**src/hw/rtl/wrapped_text_page_ring_buffer_unit_defines.svh**
```systemverilog
// Shared assertion macros
`ifndef WRAPPED_TEXT_PAGE_RING_BUFFER_UNIT_DEFINES_SVH
`define WRAPPED_TEXT_PAGE_RING_BUFFER_UNIT_DEFINES_SVH

// Same-cycle implication
`define WTPR_ASSERT_NOW(lbl, clk, rst_n, a, c) \
    lbl: assert property (@(posedge clk) disable iff (!rst_n) (a) |-> (c)) \
        else $error("wtpr assertion failed");

// Next-cycle implication
`define WTPR_ASSERT_NXT(lbl, clk, rst_n, a, c) \
    lbl: assert property (@(posedge clk) disable iff (!rst_n) (a) |=> (c)) \
        else $error("wtpr assertion failed");

`endif

```
**src/hw/rtl/wtpr_div.sv**
```systemverilog
// Restoring divider, one quotient bit per cycle
module wtpr_div #(
    parameter int W = 11
) (
    input  logic         i_clk,
    input  logic         i_rst_n,
    input  logic         i_start,
    input  logic [W-1:0] i_num,
    input  logic [3:0]   i_den,
    output logic         o_done,
    output logic [W-1:0] o_quo,
    output logic         o_rem_nz
);

    localparam int CW = $clog2(W + 1);

    logic          r_busy;
    logic [CW-1:0] r_cnt;
    logic [W-1:0]  r_num;
    logic [3:0]    r_rem;
    logic [3:0]    r_den;
    logic          r_done;
    logic [4:0]    w_sh;
    logic          w_ge;

    assign w_sh = {r_rem, r_num[W-1]};
    assign w_ge = (w_sh >= {1'b0, r_den});

    always_ff @(posedge i_clk) begin
        if (!i_rst_n) begin
            r_busy <= 1'b0;
            r_done <= 1'b0;
            r_cnt  <= '0;
        end else begin
            r_done <= 1'b0;
            if (i_start) begin
                r_busy <= 1'b1;
                r_cnt  <= CW'(W);
            end else if (r_busy) begin
                r_cnt <= r_cnt - 1'b1;
                if (r_cnt == CW'(1)) begin
                    r_busy <= 1'b0;
                    r_done <= 1'b1;
                end
            end
        end
    end

    // datapath: shift in dividend bits, quotient shifts into r_num
    always_ff @(posedge i_clk) begin
        if (i_start) begin
            r_num <= i_num;
            r_den <= i_den;
            r_rem <= '0;
        end else if (r_busy) begin
            r_rem <= w_ge ? 4'(w_sh - {1'b0, r_den}) : w_sh[3:0];
            r_num <= {r_num[W-2:0], w_ge};
        end
    end

    assign o_done   = r_done;
    assign o_quo    = r_num;
    assign o_rem_nz = (r_rem != 4'd0);

endmodule
```
**config.mk**
```make
export PLATFORM = sky130hd
export DESIGN_NAME = wtpr_div
export DESIGN_NICKNAME = d
export VERILOG_FILES = /design/src/hw/rtl/wrapped_text_page_ring_buffer_unit_defines.svh /design/src/hw/rtl/wtpr_div.sv
export SDC_FILE = /design/constraint.sdc
export NUM_CORES = 1
export LEC_CHECK = 0
export ABC_AREA = 1
export BUFFER_PORTS_ARGS = -buffer_cell sky130_fd_sc_hd__buf_2
export CORE_ASPECT_RATIO = 1.25
export CORE_MARGIN = 5
export CORE_UTILIZATION = 30
export CTS_CLUSTER_SIZE = 20
export DETAILED_ROUTE_END_ITERATION = 10
export GPL_TIMING_DRIVEN = 0
export PLACE_DENSITY = 0.49
export SYNTH_ARGS = -nofsm -noshare
export SYNTH_HDL_FRONTEND = slang
export SYNTH_SLANG_ARGS = --single-unit
```
**constraint.sdc**
```tcl
create_clock -name i_clk -period 1.5 [get_ports i_clk]
set_clock_uncertainty 0.2 [all_clocks]
set_input_delay 0.15 -clock i_clk [delete_from_list [all_inputs] [get_ports i_clk]]
set_output_delay 0.15 -clock i_clk [all_outputs]
set_load 0.01 [all_outputs]
```
==> results.yml <==
status:
  status: "finished with violations"
  violations: "setup timing"
setup_path:
  cp_slowest_cell: "fa_2"
  critPathMaxStageDelay_ns: 0.52
  worst-endpoint-arrival_ns: 1.56
  worstSetupEndpointType: "flip-flop"
  cp_cell_sequence: "ha_4, fa_2, nand2_2, nand3_2, nand2_1"
  r2r_slack_ns: -0.08
  path_max_fanout: 2
  crit_type: "flip-flop to flip-flop"
  worstPathRequired_ns: 1.48
  cp-start-kind: "flip-flop"
cts:
  cts-root-buf: "clkbuf_8"
  insertion_delay_ns: 0.27
  clock_path_buffers: 2
  cts_tree: "built"
  clk_pin_slew_ns: 0.09
  cts_made_buffers: 3
  cts_sinks: 25
  htree_levels: 1
synthesis:
  async_flop_share: 0
  synth-seq-cells: 25
  synthCells: 138
  syn_area_per_cell_um2: 8.96
  syn_nets: 163
  synth_top_area_cell: "edfxtp_1"
  synth_edf_count: 15
  ys_dominant_reg_cell: "edfxtp_1"
  synthTopCellsByArea: "edfxtp_1 (36%), dfxtp_1 (16%), nand2_1 (15%)"
  yosysSeqAreaShare: 0.526
  synth.cell_area_um2: 1240
  yosysWarnings: 0
  synth_top_area_frac: 0.364
  ys_types: 24
floorplan:
  dieWidth_um: 67.4
  dieArea_um2: 5510
  start_util: 0.306
  die_y_um: 81.8
  num_rows: 26
  ioPinCount: 31
  core_area_um2: 4030
timing:
  hold_viol_final: 0
  fmax_mhz: 631
  finalWorstSetupSlack_ns: -0.0837
  setup_viol: 5
  worst_slew_pin_slew_ns: 0.314
  relSlewSlack: 0.790
  fin_setup_tns_ns: -0.209
  rsz0062_at_grt: "yes"
  min_period_ns: 1.58
  finalMaxSlewViolations: 0
  finalCritPeriodShare: 1.06
pwr:
  p_sw_mw: 0.591
  leakagePower_nw: 0.834
  vdd_drop_max_mv: 0.418
  seq_power_share: 0.463
  clock_power_share: 0.228
  powerDensity_nw_per_um2: 1040
  switching_share: 0.318
  p_int_mw: 1.27
  combPwrFrac: 0.309
global_route:
  grt_pass1_wl_um: 4830
  antenna_found_initial: 0
  grt_pass1_vias: 1088
  grt_start_max_net_pins: 16
  overflow: 0
  grtUsageTotal: 0.118
detailed_routing:
  drc: 0
  wl_um: 2950
  drtIter0Drc: 16
  vias_per_cell: 4.29
  route.vias.total: 1073
  ant_nets: 0
  first_pass_iters: 6
  wl_per_cell_um: 11.8
finish:
  n_antenna_cell: 0
  synthToLayoutAreaGrowth_pct: 45.5
  nets: 220
  nFillCells: 429
  drive_gt1_frac: 0.376
  final_cell_mix: "nand2_1 (44), buf_2 (32), dlygate4sd3_1 (15), edfxtp_1 (15), inv_1 (12)"
  final_common_cell: "nand2_1"
worst_hold_path:
  hold_path.class: "input port to flip-flop"
place:
  place_ws_ns: -0.0932
  place.gp.congestion: 0.855
  hpwl_um: 2040
  port_buffers: 30
flow_run:
  cap_viol_max_count: 0
## Yosys cell counts, types with 2 or more instances
master,instances
dfxtp_1,10
inv_2,3
ha_1,6
nand2_1,49
inv_1,15
a21oi_1,2
nor3_1,2
edfxtp_1,15
buf_2,2
nor2_1,7
nor2_2,2
a31oi_1,2
nand3_1,12
## final timing paths
kind	from	to	depth (start not counted)
worst max register to register	r_den[0]	r_rem[1]	5
worst min-delay path	i_start	r_den[0]	1
worst min register to register	r_rem[3]	r_rem[3]	2
worst max-delay path	r_den[0]	r_rem[1]	5
## worst max-delay path: cells and delay by family (launching register included)
family                     cells  cell delay [ns]
adders and majority gates      2             0.71
DFF                            1             0.43
and+or+nand+nor                3             0.14
## state kept, by name, indices dropped and copies added, names as in the netlist
name and flops:
o_quo 11, o_done 1, r_rem 4, r_cnt 4, r_den 4, r_busy 1
## routing by layer
| metal | up-vias | track usage | wire (um) |
|---|---|---|---|
| li1 | 557 | - | - |
| met5 | - | 0 | 0 |
| met3 | 6 | 0.0178 | 96 |
| met4 | 0 | 0.0669 | 89 |
| met1 | 492 | 0.138 | 1290 |
| met2 | 18 | 0.203 | 1480 |
## cell families (layout without fill, tap and decap cells)
family | Yosys count | after routing | share of synthesized area
buffers and inverters | 21 | 77 | 0.0658
AOI/OAI and AO/OA | 9 | 9 | 0.0638
and+or+nand+nor | 75 | 75 | 0.260
adders and majority gates | 7 | 7 | 0.0769
DFF | 25 | 25 | 0.526
xor gates and xnor gates | 1 | 1 | 0.00709
## power by group through the flow
| stage | Combinational [mW] | Clock, mW | Sequential, mW |
|---|---|---|---|
| after floorplan | 0.317 | 0 | 0.884 |
| final | 0.576 | 0.425 | 0.862 |
| after global routing | 0.645 | 0.470 | 0.874 |
| after detailed placement | 0.469 | 0 | 0.876 |
| after global placement | 0.462 | 0 | 0.874 |
| after CTS | 0.524 | 0.440 | 0.862 |
## layout make-up
class	count	area (um^2)	area share
Sequential cell	25	653	0.363
Multi-Input combinational cell	92	593	0.330
Timing Repair Buffer	52	353	0.196
Inverter	19	71.3	0.0396
Tap cell	56	70.1	0.0389
Clock buffer	3	41.3	0.0229
Buffer	2	10.0	0.00556
Clock inverter	1	7.51	0.00417
## through the flow
step | cell area, um^2 | power [mW] | cells | hold slack (ns) | utilization
4_1_cts | 1750 | 1.83 | 245 | 0.0465 | 0.433
2_1_floorplan | 1290 | 1.20 | 138 | 0.0489 | -
3_5_place_dp | 1510 | 1.35 | 224 | 0.129 | 0.374
5_1_grt | 1800 | 1.99 | 250 | 0.0493 | 0.446
6_report | 1800 | 1.86 | 250 | 0.0513 | 0.446
3_3_place_gp | 1510 | 1.34 | 224 | 0.127 | 0.374
## what timing repair did
item,in CTS,in global routing
endpoints found under the setup margin,5,5
hold buffers,15,0
pin swaps,5,4
setup buffers,2,5
gates resized for setup,5,6
hold endpoints to repair,20,0
No activity file was read; power rests on OpenSTA's default activity.
